[src/rtl/core/poc_pkg.sv]
`timescale 1ns / 1ps

package poc_pkg;

    // Largest permutation length held in the parent stores.
    localparam int NODE_MAX   = 64;
    localparam int ADDR_W     = $clog2(NODE_MAX);
    localparam int CNT_W      = ADDR_W + 1;
    localparam int GENE_W     = 6;
    localparam int GENE_SPACE = 1 << GENE_W;

    // Input tdata layout, lowest field first.
    localparam int IN_A_LSB   = 0;
    localparam int IN_B_LSB   = IN_A_LSB + GENE_W;
    localparam int IN_CS_LSB  = IN_B_LSB + GENE_W;
    localparam int IN_CS_W    = 6;
    localparam int IN_CE_LSB  = IN_CS_LSB + IN_CS_W;
    localparam int IN_CE_W    = 7;
    localparam int IN_EN_LSB  = IN_CE_LSB + IN_CE_W;
    localparam int IN_W       = 32;
    localparam int OUT_W      = 8;
    localparam int CFG_W      = 7;

    typedef enum logic [1:0] {
        S_LOAD,
        S_MARK,
        S_ISSUE,
        S_DATA
    } t_state;

    typedef enum logic [1:0] {
        SRC_A,
        SRC_B,
        SRC_WALK,
        SRC_ZERO
    } t_src;

endpackage

[src/rtl/core/poc_ram.sv]
`timescale 1ns / 1ps

module poc_ram #(
    parameter int DATA_W = 6,
    parameter int ADDR_W = 6
) (
    input  logic              i_clk,
    input  logic              i_wr_en,
    input  logic [ADDR_W-1:0] i_wr_addr,
    input  logic [DATA_W-1:0] i_wr_data,
    input  logic              i_rd_en,
    input  logic [ADDR_W-1:0] i_rd_addr,
    output logic [DATA_W-1:0] o_rd_data
);

    logic [DATA_W-1:0] r_mem [0:(1 << ADDR_W)-1];
    logic [DATA_W-1:0] r_rd_data;

    always_ff @(posedge i_clk) begin
        if (i_wr_en) begin
            r_mem[i_wr_addr] <= i_wr_data;
        end
    end

    always_ff @(posedge i_clk) begin
        if (i_rd_en) begin
            r_rd_data <= r_mem[i_rd_addr];
        end
    end

    assign o_rd_data = r_rd_data;

endmodule

[src/rtl/core/permutation_order_crossover_top.sv]
`timescale 1ns / 1ps

// Linear order crossover of two permutations of n genes, n being the node
// count register clamped into 1..64. Each input transaction carries one
// position of both parents; the cut points and the crossover enable are
// taken from the first transaction of a run and clamped into range. Loading
// accepts one position per cycle while the input is valid. With crossover
// on, the middle segment of parent B is then marked in a gene mask at one
// position per cycle over the clamped range cut_start to cut_end - 1. The
// child is emitted in position order: every output gene takes one parent
// store read and one step to check and register it, each gene of parent A
// that the walk skips takes another read and check, and the output stalls
// while the receiver holds off. The run time is set by the one read port of
// each parent store. The first transaction of the next run is accepted
// while the final child gene still waits at the output.
module permutation_order_crossover_top (
    input  logic                       i_clk,
    input  logic                       i_rst_n,
    // Configuration: node_count.
    input  logic                       i_cfg_valid,
    output logic                       o_cfg_ready,
    input  logic [poc_pkg::CFG_W-1:0]  i_cfg_data,
    // tdata: parent_a_gene[5:0], parent_b_gene[11:6], cut_start[17:12],
    // cut_end[24:18], cross_enable[25], zero fill[31:26].
    input  logic                       i_s_tvalid,
    output logic                       o_s_tready,
    input  logic [poc_pkg::IN_W-1:0]   i_s_tdata,
    // tdata: child_gene[5:0], zero fill[7:6].
    output logic                       o_m_tvalid,
    input  logic                       i_m_tready,
    output logic [poc_pkg::OUT_W-1:0]  o_m_tdata,
    output logic                       o_m_tlast
);

    localparam int AW = poc_pkg::ADDR_W;
    localparam int CW = poc_pkg::CNT_W;
    localparam int GW = poc_pkg::GENE_W;

    poc_pkg::t_state r_state, n_state;
    poc_pkg::t_src   r_src, n_src;

    logic [CW-1:0]   r_node_count;
    logic [CW-1:0]   r_load_idx, n_load_idx;
    logic [AW-1:0]   r_cut_lo, n_cut_lo;
    logic [CW-1:0]   r_cut_hi, n_cut_hi;
    logic            r_cross, n_cross;
    logic [AW-1:0]   r_mp, n_mp;
    logic            r_mpend, n_mpend;
    logic [AW-1:0]   r_p, n_p;
    logic [CW-1:0]   r_wp, n_wp;
    logic [poc_pkg::GENE_SPACE-1:0] r_skip, n_skip;
    logic            r_out_valid, n_out_valid;
    logic [GW-1:0]   r_out_gene, n_out_gene;
    logic            r_out_last, n_out_last;

    logic [CW-1:0]   eff_n;
    logic            in_acc;
    logic            first_item;
    logic            load_done;
    logic [CW-1:0]   cs_in, cs_clamp, ce_in, ce_lo, ce_clamp;
    logic            cross_now;
    logic [AW-1:0]   cut_lo_now;
    logic            mark_done;
    logic            in_middle;
    logic            slot_free;
    logic            skip_hit;
    logic            last_pos;
    logic [GW-1:0]   data_gene;

    logic            wr_en;
    logic [AW-1:0]   wr_addr;
    logic            a_rd_en, b_rd_en;
    logic [AW-1:0]   a_rd_addr, b_rd_addr;
    logic [GW-1:0]   a_rd_data, b_rd_data;

    poc_ram #(.DATA_W(GW), .ADDR_W(AW)) u_store_a (
        .i_clk     (i_clk),
        .i_wr_en   (wr_en),
        .i_wr_addr (wr_addr),
        .i_wr_data (i_s_tdata[poc_pkg::IN_A_LSB +: GW]),
        .i_rd_en   (a_rd_en),
        .i_rd_addr (a_rd_addr),
        .o_rd_data (a_rd_data)
    );

    poc_ram #(.DATA_W(GW), .ADDR_W(AW)) u_store_b (
        .i_clk     (i_clk),
        .i_wr_en   (wr_en),
        .i_wr_addr (wr_addr),
        .i_wr_data (i_s_tdata[poc_pkg::IN_B_LSB +: GW]),
        .i_rd_en   (b_rd_en),
        .i_rd_addr (b_rd_addr),
        .o_rd_data (b_rd_data)
    );

    // Effective length: zero counts as one, anything above the store depth
    // counts as the depth.
    always_comb begin
        if (r_node_count == '0) begin
            eff_n = CW'(1);
        end else if (r_node_count > CW'(poc_pkg::NODE_MAX)) begin
            eff_n = CW'(poc_pkg::NODE_MAX);
        end else begin
            eff_n = r_node_count;
        end
    end

    assign o_cfg_ready = 1'b1;
    assign o_s_tready  = (r_state == poc_pkg::S_LOAD);
    assign in_acc      = i_s_tvalid && o_s_tready;
    assign first_item  = (r_load_idx == '0);
    assign load_done   = ((r_load_idx + CW'(1)) >= eff_n);

    // Cut clamping on the first item of a run.
    assign cs_in    = CW'(i_s_tdata[poc_pkg::IN_CS_LSB +: poc_pkg::IN_CS_W]);
    assign ce_in    = CW'(i_s_tdata[poc_pkg::IN_CE_LSB +: poc_pkg::IN_CE_W]);
    assign cs_clamp = (cs_in > (eff_n - CW'(1))) ? (eff_n - CW'(1)) : cs_in;
    assign ce_lo    = (ce_in < (cs_clamp + CW'(1))) ? (cs_clamp + CW'(1)) : ce_in;
    assign ce_clamp = (ce_lo > eff_n) ? eff_n : ce_lo;

    assign cross_now  = first_item ? i_s_tdata[poc_pkg::IN_EN_LSB] : r_cross;
    assign cut_lo_now = first_item ? cs_clamp[AW-1:0] : r_cut_lo;

    assign mark_done = ((CW'(r_mp) + CW'(1)) == r_cut_hi);
    assign in_middle = (r_p >= r_cut_lo) && (CW'(r_p) < r_cut_hi);
    assign slot_free = !r_out_valid || i_m_tready;
    assign last_pos  = ((CW'(r_p) + CW'(1)) == eff_n);

    always_comb begin
        case (r_src)
            poc_pkg::SRC_A:    data_gene = a_rd_data;
            poc_pkg::SRC_B:    data_gene = b_rd_data;
            poc_pkg::SRC_WALK: data_gene = a_rd_data;
            poc_pkg::SRC_ZERO: data_gene = '0;
            default:           data_gene = '0;
        endcase
    end

    assign skip_hit = (r_src == poc_pkg::SRC_WALK) && r_skip[a_rd_data];

    // Next state.
    always_comb begin
        n_state = r_state;
        case (r_state)
            poc_pkg::S_LOAD: begin
                if (in_acc && load_done) begin
                    n_state = cross_now ? poc_pkg::S_MARK : poc_pkg::S_ISSUE;
                end
            end
            poc_pkg::S_MARK: begin
                if (mark_done) begin
                    n_state = poc_pkg::S_ISSUE;
                end
            end
            poc_pkg::S_ISSUE: begin
                n_state = poc_pkg::S_DATA;
            end
            poc_pkg::S_DATA: begin
                if (skip_hit) begin
                    n_state = poc_pkg::S_ISSUE;
                end else if (slot_free) begin
                    n_state = last_pos ? poc_pkg::S_LOAD : poc_pkg::S_ISSUE;
                end
            end
            default: begin
                n_state = poc_pkg::S_LOAD;
            end
        endcase
    end

    // Datapath and memory controls.
    always_comb begin
        n_load_idx  = r_load_idx;
        n_cut_lo    = r_cut_lo;
        n_cut_hi    = r_cut_hi;
        n_cross     = r_cross;
        n_mp        = r_mp;
        n_mpend     = 1'b0;
        n_p         = r_p;
        n_wp        = r_wp;
        n_src       = r_src;
        n_skip      = r_skip;
        n_out_valid = r_out_valid;
        n_out_gene  = r_out_gene;
        n_out_last  = r_out_last;
        wr_en       = 1'b0;
        wr_addr     = r_load_idx[AW-1:0];
        a_rd_en     = 1'b0;
        a_rd_addr   = r_p;
        b_rd_en     = 1'b0;
        b_rd_addr   = r_p;

        if (r_out_valid && i_m_tready) begin
            n_out_valid = 1'b0;
        end

        // A segment gene read in the previous cycle lands in the mask now.
        if (r_mpend) begin
            n_skip[b_rd_data] = 1'b1;
        end

        case (r_state)
            poc_pkg::S_LOAD: begin
                if (in_acc) begin
                    wr_en = 1'b1;
                    if (first_item) begin
                        n_cut_lo = cs_clamp[AW-1:0];
                        n_cut_hi = ce_clamp;
                        n_cross  = i_s_tdata[poc_pkg::IN_EN_LSB];
                    end
                    if (load_done) begin
                        n_load_idx = '0;
                        n_p        = '0;
                        n_wp       = '0;
                        n_mp       = cut_lo_now;
                    end else begin
                        n_load_idx = r_load_idx + CW'(1);
                    end
                end
            end
            poc_pkg::S_MARK: begin
                b_rd_en   = 1'b1;
                b_rd_addr = r_mp;
                n_mpend   = 1'b1;
                n_mp      = r_mp + AW'(1);
            end
            poc_pkg::S_ISSUE: begin
                if (!r_cross) begin
                    a_rd_en   = 1'b1;
                    a_rd_addr = r_p;
                    n_src     = poc_pkg::SRC_A;
                end else if (in_middle) begin
                    b_rd_en   = 1'b1;
                    b_rd_addr = r_p;
                    n_src     = poc_pkg::SRC_B;
                end else if (r_wp < eff_n) begin
                    a_rd_en   = 1'b1;
                    a_rd_addr = r_wp[AW-1:0];
                    n_wp      = r_wp + CW'(1);
                    n_src     = poc_pkg::SRC_WALK;
                end else begin
                    // Walk ran out of parent A genes: pad with gene zero.
                    n_src     = poc_pkg::SRC_ZERO;
                end
            end
            poc_pkg::S_DATA: begin
                if (!skip_hit && slot_free) begin
                    n_out_valid = 1'b1;
                    n_out_gene  = data_gene;
                    n_out_last  = last_pos;
                    n_p         = r_p + AW'(1);
                    if (last_pos) begin
                        n_skip = '0;
                    end
                end
            end
            default: begin
            end
        endcase
    end

    always_ff @(posedge i_clk) begin
        if (!i_rst_n) begin
            r_state      <= poc_pkg::S_LOAD;
            r_node_count <= CW'(poc_pkg::NODE_MAX);
            r_load_idx   <= '0;
            r_cut_lo     <= '0;
            r_cut_hi     <= CW'(1);
            r_cross      <= 1'b0;
            r_mp         <= '0;
            r_mpend      <= 1'b0;
            r_p          <= '0;
            r_wp         <= '0;
            r_src        <= poc_pkg::SRC_A;
            r_skip       <= '0;
            r_out_valid  <= 1'b0;
        end else begin
            r_state      <= n_state;
            if (i_cfg_valid && o_cfg_ready) begin
                r_node_count <= i_cfg_data;
            end
            r_load_idx   <= n_load_idx;
            r_cut_lo     <= n_cut_lo;
            r_cut_hi     <= n_cut_hi;
            r_cross      <= n_cross;
            r_mp         <= n_mp;
            r_mpend      <= n_mpend;
            r_p          <= n_p;
            r_wp         <= n_wp;
            r_src        <= n_src;
            r_skip       <= n_skip;
            r_out_valid  <= n_out_valid;
        end
    end

    always_ff @(posedge i_clk) begin
        r_out_gene <= n_out_gene;
        r_out_last <= n_out_last;
    end

    assign o_m_tvalid = r_out_valid;
    assign o_m_tdata  = poc_pkg::OUT_W'(r_out_gene);
    assign o_m_tlast  = r_out_last;

    // A pending mask update only follows a segment read, so it never
    // overlaps loading or a walk check.
    a_mark_pending: assert property (@(posedge i_clk) disable iff (!i_rst_n)
        r_mpend |-> (r_state == poc_pkg::S_MARK || r_state == poc_pkg::S_ISSUE))
        else $error("mask update pending outside the mark phase");

    // Emission never runs past the effective length.
    a_pos_range: assert property (@(posedge i_clk) disable iff (!i_rst_n)
        (r_state == poc_pkg::S_ISSUE || r_state == poc_pkg::S_DATA)
            |-> (CW'(r_p) < eff_n))
        else $error("child position beyond length");

    // A walked gene implies the walk pointer has moved past it.
    a_walk_ptr: assert property (@(posedge i_clk) disable iff (!i_rst_n)
        (r_state == poc_pkg::S_DATA && r_src == poc_pkg::SRC_WALK)
            |-> (r_wp != '0) && (r_wp <= eff_n))
        else $error("walk pointer inconsistent with walked gene");

    // The final child gene leaves the mask clear for the next run.
    a_mask_clear: assert property (@(posedge i_clk) disable iff (!i_rst_n)
        (r_state == poc_pkg::S_DATA && !skip_hit && slot_free && last_pos)
            |=> (r_skip == '0) && (r_state == poc_pkg::S_LOAD) && o_m_tlast)
        else $error("run did not finish cleanly");

endmodule
[config.mk]
export PLATFORM = sky130hd
export DESIGN_NAME = permutation_order_crossover_top
export DESIGN_NICKNAME = d
export VERILOG_FILES = /design/src/rtl/core/poc_pkg.sv /design/src/rtl/core/poc_ram.sv /design/src/rtl/core/permutation_order_crossover_top.sv
export SDC_FILE = /design/constraint.sdc
export NUM_CORES = 1
export LEC_CHECK = 0
export BUFFER_PORTS_ARGS = -buffer_cell sky130_fd_sc_hd__buf_4
export CORE_UTILIZATION = 40
export CTS_BUF_LIST = sky130_fd_sc_hd__clkbuf_16
export DETAILED_ROUTE_END_ITERATION = 12
export GPL_TIMING_DRIVEN = 0
export HOLD_SLACK_MARGIN = 0.15
export PLACE_DENSITY_LB_ADDON = 0.08
export SLEW_MARGIN = 20
export SYNTH_ARGS = -nofsm -noshare
export SYNTH_HDL_FRONTEND = slang
export SYNTH_SLANG_ARGS = --single-unit
[constraint.sdc]
create_clock -name i_clk -period 10.5 [get_ports i_clk]
set_input_delay 2.1 -clock i_clk [delete_from_list [all_inputs] [get_ports i_clk]]
set_output_delay 2.1 -clock i_clk [all_outputs]
set_load 0.02 [all_outputs]
Word level (Yosys, flattened, before mapping):

Memories as Yosys holds them, arrays and structs flattened. A register that Yosys moved wholly into a read port is not among the register bits.
Index checks and enable logic that the tools add are counted.

* register bits: 124
* memories kept: 2
* word-level logic and storage cells: 139
* input port bits: 44
* output and inout port bits: 12
* bits in writable memories: 768

* $lt $le $gt $ge: 11
* reductions and logical operators: 25
* add/sub/neg operators: 8
* bitwise logic cells: 1
* eq/ne operators: 17
* mux-type cells: 60

Memories
* u_store_a.r_mem: depth 64, width 6, rd ports 1, clocked after memory_dff 1, wr ports 1, line poc_ram.sv:16 `logic [DATA_W-1:0] r_mem [0:(1 << ADDR_W)-1];`
* u_store_b.r_mem: depth 64, width 6, rd ports 1, clocked after memory_dff 1, wr ports 1, line poc_ram.sv:16

Operators with widths (count)
* two-way mux 64 bit: 4
* two-way mux 7 bit: 11
* two-way mux 6 bit: 11
* bitwise OR 64 bit: 1
* case mux 6 bit (2 select lines): 2
* adder 7 x 1 -> 7 bit (second input constant): 3
* two-way mux 1 bit: 18
* case mux 6 bit (3 select lines): 1
* two-way mux 2 bit: 8
* adder 6 x 1 -> 7 bit (second input constant): 2
* equality test 7 bit: 2
* logical NOT 7 bit: 2
* less-than comparator 6 x 7 -> 1 bit (second input constant): 2
* less-than comparator 7 bit: 2
* case mux 7 bit (2 select lines): 1
* adder 6 x 1 -> 6 bit (second input constant): 2
* inequality test 2 bit (second input constant): 5
* AND reduction 3 bit: 3
* equality test 2 bit (second input constant): 4
* case mux 2 bit (4 select lines): 1
* greater-or-equal comparator 7 bit: 1
* greater-than comparator 6 x 7 -> 1 bit: 1
* greater-than comparator 7 bit: 1
* greater-than comparator 7 bit (second input constant): 1
* other kinds (19): 33

Depth between registers and ports, before layout:

* word-level depth: 11
* depth in mapped cells: 33
* depth with buffers taken out: 32

Hierarchy:

From an unflattened synthesis, not the netlist that was laid out.

* cell total of the unflattened synthesis: 2309
* area total of the unflattened synthesis: 37951.4 um^2

Modules (own cells, without submodules)
* poc_ram: seq. area each 11711.2 um^2, area each 15285.9 um^2, instances 2, cells each 720
* permutation_order_crossover_top: seq. area each 2552.4 um^2, area each 7379.6 um^2, instances 1, cells each 869

Worst setup path before layout:

No wires, ideal clock.

* kind: input -> register
* from: in i_s_tdata[13] (netlist bit)
* to: reg r_cut_hi[3]
* setup time: 0.122 ns
* stages on the path: 28
* path buffers: 1
* setup slack: 2.929 ns
* data required time: 10.378 ns
* arrival time: 7.450 ns
* path through: ha_1 > nor2b_1 > o21a_1 > o21a_1 > o21a_1 > o21ai_0 > nor2_1 > o21ai_0 > ha_1 > inv_1 > o41ai_1 > xnor2_1 > ha_1 > a21o_1 > a21o_1 > a21oi_1 > o21ai_1 > mux2_2 > ha_1 > nor2b_1 > o21ai_0 > a21oi_1 > nor2_1 > nand2_1 > o21a_1 > buf_1 > nor2_1 > a221o_1

* cells in the longest elaborated chain, start to end: 7

Ends and longest elaborated chain
* start, declared: line permutation_order_crossover_top.sv:27 `input logic [poc_pkg::IN_W-1:0] i_s_tdata,`
* greater-than comparator 6 x 7 -> 1 bit: line permutation_order_crossover_top.sv:117 `assign cs_clamp = (cs_in > (eff_n - CW'(1))) ? (eff_n - CW'(1)) : cs_in;`
* two-way mux 7 bit (*): line permutation_order_crossover_top.sv:117
* adder 7 x 1 -> 7 bit (*): line permutation_order_crossover_top.sv:118 `assign ce_lo = (ce_in < (cs_clamp + CW'(1))) ? (cs_clamp + CW'(1)) : ce_in;`
* less-than comparator 7 bit: line permutation_order_crossover_top.sv:118
* two-way mux 7 bit (*): line permutation_order_crossover_top.sv:118
* greater-than comparator 7 bit: line permutation_order_crossover_top.sv:119 `assign ce_clamp = (ce_lo > eff_n) ? eff_n : ce_lo;`
* two-way mux 7 bit (*): line permutation_order_crossover_top.sv:119
* end signal, assigned: line permutation_order_crossover_top.sv:284 `r_cut_hi <= n_cut_hi;`
* end, declared: line permutation_order_crossover_top.sv:45 `logic [CW-1:0] r_cut_hi, n_cut_hi;`

Every way passes the cells marked *; elsewhere a longest branch is shown, timed or not.
A chain may end at the register's enable or synchronous reset.

Final worst setup path:

* from: reg r_node_count[3]
* to: reg r_cut_hi[3]

* cells in the longest elaborated chain, start to end: 11
* elaborated cells between the ends (all ways): 12
* those cells by class: 2 x add/sub; 4 x order compare; 5 x mux; 1 x reduce/logical

Ends and longest elaborated chain
* start, declared: line permutation_order_crossover_top.sv:42 `logic [CW-1:0] r_node_count;`
* start signal, assigned: line permutation_order_crossover_top.sv:265 `r_node_count <= CW'(poc_pkg::NODE_MAX);`
* start signal, assigned: line permutation_order_crossover_top.sv:280 `r_node_count <= i_cfg_data;`
* greater-than comparator 7 bit: line permutation_order_crossover_top.sv:101 `end else if (r_node_count > CW'(poc_pkg::NODE_MAX)) begin`
* two-way mux 7 bit: line permutation_order_crossover_top.sv:101
* two-way mux 7 bit (*): line permutation_order_crossover_top.sv:99 `if (r_node_count == '0) begin`
* subtractor 7 x 1 -> 7 bit: line permutation_order_crossover_top.sv:117
* greater-than comparator 6 x 7 -> 1 bit: line permutation_order_crossover_top.sv:117
* two-way mux 7 bit: line permutation_order_crossover_top.sv:117
* adder 7 x 1 -> 7 bit: line permutation_order_crossover_top.sv:118
* less-than comparator 7 bit: line permutation_order_crossover_top.sv:118
* two-way mux 7 bit: line permutation_order_crossover_top.sv:118
* greater-than comparator 7 bit: line permutation_order_crossover_top.sv:119
* two-way mux 7 bit (*): line permutation_order_crossover_top.sv:119

Marks and branches as above.

==> impl_metrics.ini <==
[status]
status = finished, final reports clean

[pwr]
totalPowerFinal_w = 0.007961
leakagePower_nw = 14.66
power_density_mw_per_mm2 = 183.4
irDropWorstVdd_mv = 0.1215

[logic_synthesis]
synth_most_common_cell = edfxtp_1
async_flop_share_pct = 0
synthTopCellsByArea = edfxtp_1, mux4_2, dfxtp_1
synth-seq-area-share_pct = 68.48
avgSynthCellArea_um2 = 14.99
synth_edf_count = 787
ys_types = 80
synthesis.yosys.warnings = 0
yosysTopAreaCell = edfxtp_1
ys.flop_type = edfxtp_1
netlist_area_mm2 = 0.03793
yosys-top-cells-count = edfxtp_1, nor2_1, nand2_1
syn_inst = 2531
synth-seq-cells = 904
yosysTopAreaCellShare_pct = 62.31

[drt]
drtIter0Drc = 2486
drc_errors = 0
firstDrtPassIters = 6
via_count = 23190
wl_per_cell_um = 28.19
vias_per_cell = 5.759
final_antenna_net_count = 0
postRouteWirelength_mm = 113.5

[floorplanning]
initial_core_util_pct = 40.52
rows = 112
core_area_mm2 = 0.09361
pin_count = 56
die_height_um = 309.9
die_area_mm2 = 0.09606
die_x_um = 309.9

[global_routing]
antenna_found_initial = 11
grt_pass1_wl_mm = 162.2
grt_pass1_vias = 22690
grt_max_degree = 65
grt.overflow.total = 0
grt_usage_pct = 23.82

[clock_tree]
cts_tree = yes
cts_resized = 0
cts_hold_buf = 0
h-tree-depth = 3
cts_root_buf = clkbuf_16
cts_made_buffers = 97
clk_latency_ns = 0.68
path_clk_slew_ns = 0.06
clock_path_buffers = 3
cts_sinks = 904
cts_setup_buffers = 0

[place]
dp_hpwl_mm = 76.94
gp_congestion = 0.9232
portBuffers = 44

[min_path]
hold_depth = 2
hp-class = register to register

[setup_path]
cpMostUsedCell = ha_1
worstPathArrival_ns = 9.60
setup.worst_path.class = register to register
cp_slowest_cell = o41ai_1
path_max_fanout = 10
ff2ff_path_depth = 33
cp-end-kind = register
startpoint_type = register
required_ns = 11.02
cpPeakStageDelay_ns = 0.70

[layout]
area_growth_pct = 14.45
nets = 2788
drive_above_1_share_pct = 17.24

[timing]
final_hold_viol_count = 0
fin_crit_sh_pct = 86.43
layout_min_cycle_time_ns = 9.075
relSlewSlack_pct = 21.12
fmax_mhz = 110.2
skew_ns = 0.05626
setup_viol = 0
tns_ns = 0
rsz0062_at_grt = no
tightest_slew_ns = 1.150
slew_violations = 0

[run]
maxCapViolCount = 0
## layer usage
layer | vias to the layer above | track usage [%] | part of all wire [%]
li1 | 10210 | - | -
met1 | 11990 | 33.23 | 44
met2 | 835 | 38.87 | 48
met3 | 152 | 3.644 | 5.6
met4 | 4 | 6.324 | 2.5
met5 | - | 0 | 0.022
## state kept, by name (all words and copies together) (netlist names), 7 cells and up
signal	flops
r_skip	64
u_store_a.r_mem	384
u_store_b.r_mem	384
r_cut_hi	7
r_wp	7
r_load_idx	7
r_node_count	7
## kinds of logic after synthesis
| family | Yosys count | synth area share [%] |
|---|---|---|
| AOI/OAI and AO/OA | 444 | 7.693 |
| adders and majority gates | 54 | 1.781 |
| muxes | 230 | 10.65 |
| buffers and inverters | 203 | 2.451 |
| and+or+nand+nor | 662 | 8.181 |
| xor gates and xnor gates | 32 | 0.7389 |
| DFF | 904 | 68.48 |
| other | 2 | 0.01980 |
## layout by cell type, fill, tap and decap left out, types with 12 or more instances in the layout
cell type	count
edfxtp_1	787
nand2_1	172
nor2_1	162
mux4_2	134
a21oi_1	125
dfxtp_1	117
nand3_1	109
clkbuf_1	100
clkbuf_16	100
o21ai_0	87
mux2i_1	82
nor2_2	66
inv_1	62
buf_4	55
ha_1	54
a211oi_1	48
a31oi_1	45
clkinv_1	32
and2_1	27
buf_2	23
and3_1	23
a211o_1	19
o221ai_1	19
nand4_1	17
xnor2_1	16
xor2_1	16
clkinv_2	16
buf_6	13
nor3_1	13
a311oi_1	12
bufinv_16	12
## power breakdown
| group | internal (W) | total [W] | switching, W |
|---|---|---|---|
| combinational | 0.000170 | 0.000520 | 0.000350 |
| sequential | 0.00395 | 0.00398 | 0.0000331 |
| clock | 0.00202 | 0.00346 | 0.00144 |
| total | 0.00614 | 0.00796 | 0.00182 |
## critical path: cells and delay by family, from the launching register on
| family | cells | cell delay (ns) |
|---|---|---|
| flip-flops | 1 | 0.35 |
| buffers and inverters | 3 | 0.61 |
| XOR/XNOR | 2 | 0.56 |
| AND/OR/NAND/NOR | 7 | 1.65 |
| multiplexers | 1 | 0.39 |
| adder cells (fa/ha/maj) | 5 | 1.59 |
| AO/OA/AOI/OAI | 15 | 3.79 |
## path summary, 6_finish.rpt
path | slack, ns | endpoint | start
max | 1.42 | r_cut_hi[3]$_SDFFE_PN0P_ | r_node_count[3]$_SDFFE_PN0P_
min | 0.46 | r_skip[42]$_SDFF_PN0_ | r_skip[42]$_SDFF_PN0_
min reg2reg | 0.46 | r_skip[42]$_SDFF_PN0_ | r_skip[42]$_SDFF_PN0_
max reg2reg | 1.42 | r_cut_hi[3]$_SDFFE_PN0P_ | r_node_count[3]$_SDFFE_PN0P_
## cell type report
class / instances / area, um^2
clock inverters: 81 / 713.2
flip-flops and latches: 904 / 25970
diodes: 1 / 2.502
clock buffers: 100 / 2502
fillers: 8319 / 50200
well taps: 1254 / 1569
repair buffers: 59 / 499.2
inverters: 50 / 187.7
plain buffers: 153 / 747.0
multi-input cells: 1425 / 11210
## metrics by stage
step | instances | worst slack, ns | hold WS, ns | util [%] | cell area, um^2
2_1_floorplan | 2532 | 2.929 | 0.4315 | - | 37930
3_3_place_gp | 3830 | 1.668 | 0.4428 | 42.55 | 39830
3_5_place_dp | 3845 | 1.538 | 0.4558 | 42.92 | 40180
4_1_cts | 4026 | 1.530 | 0.4691 | 46.36 | 43400
5_1_grt | 4026 | 0.6903 | 0.4849 | 46.37 | 43410
6_report | 4027 | 1.425 | 0.4627 | 46.37 | 43410
(Power assumes the default switching activity.)
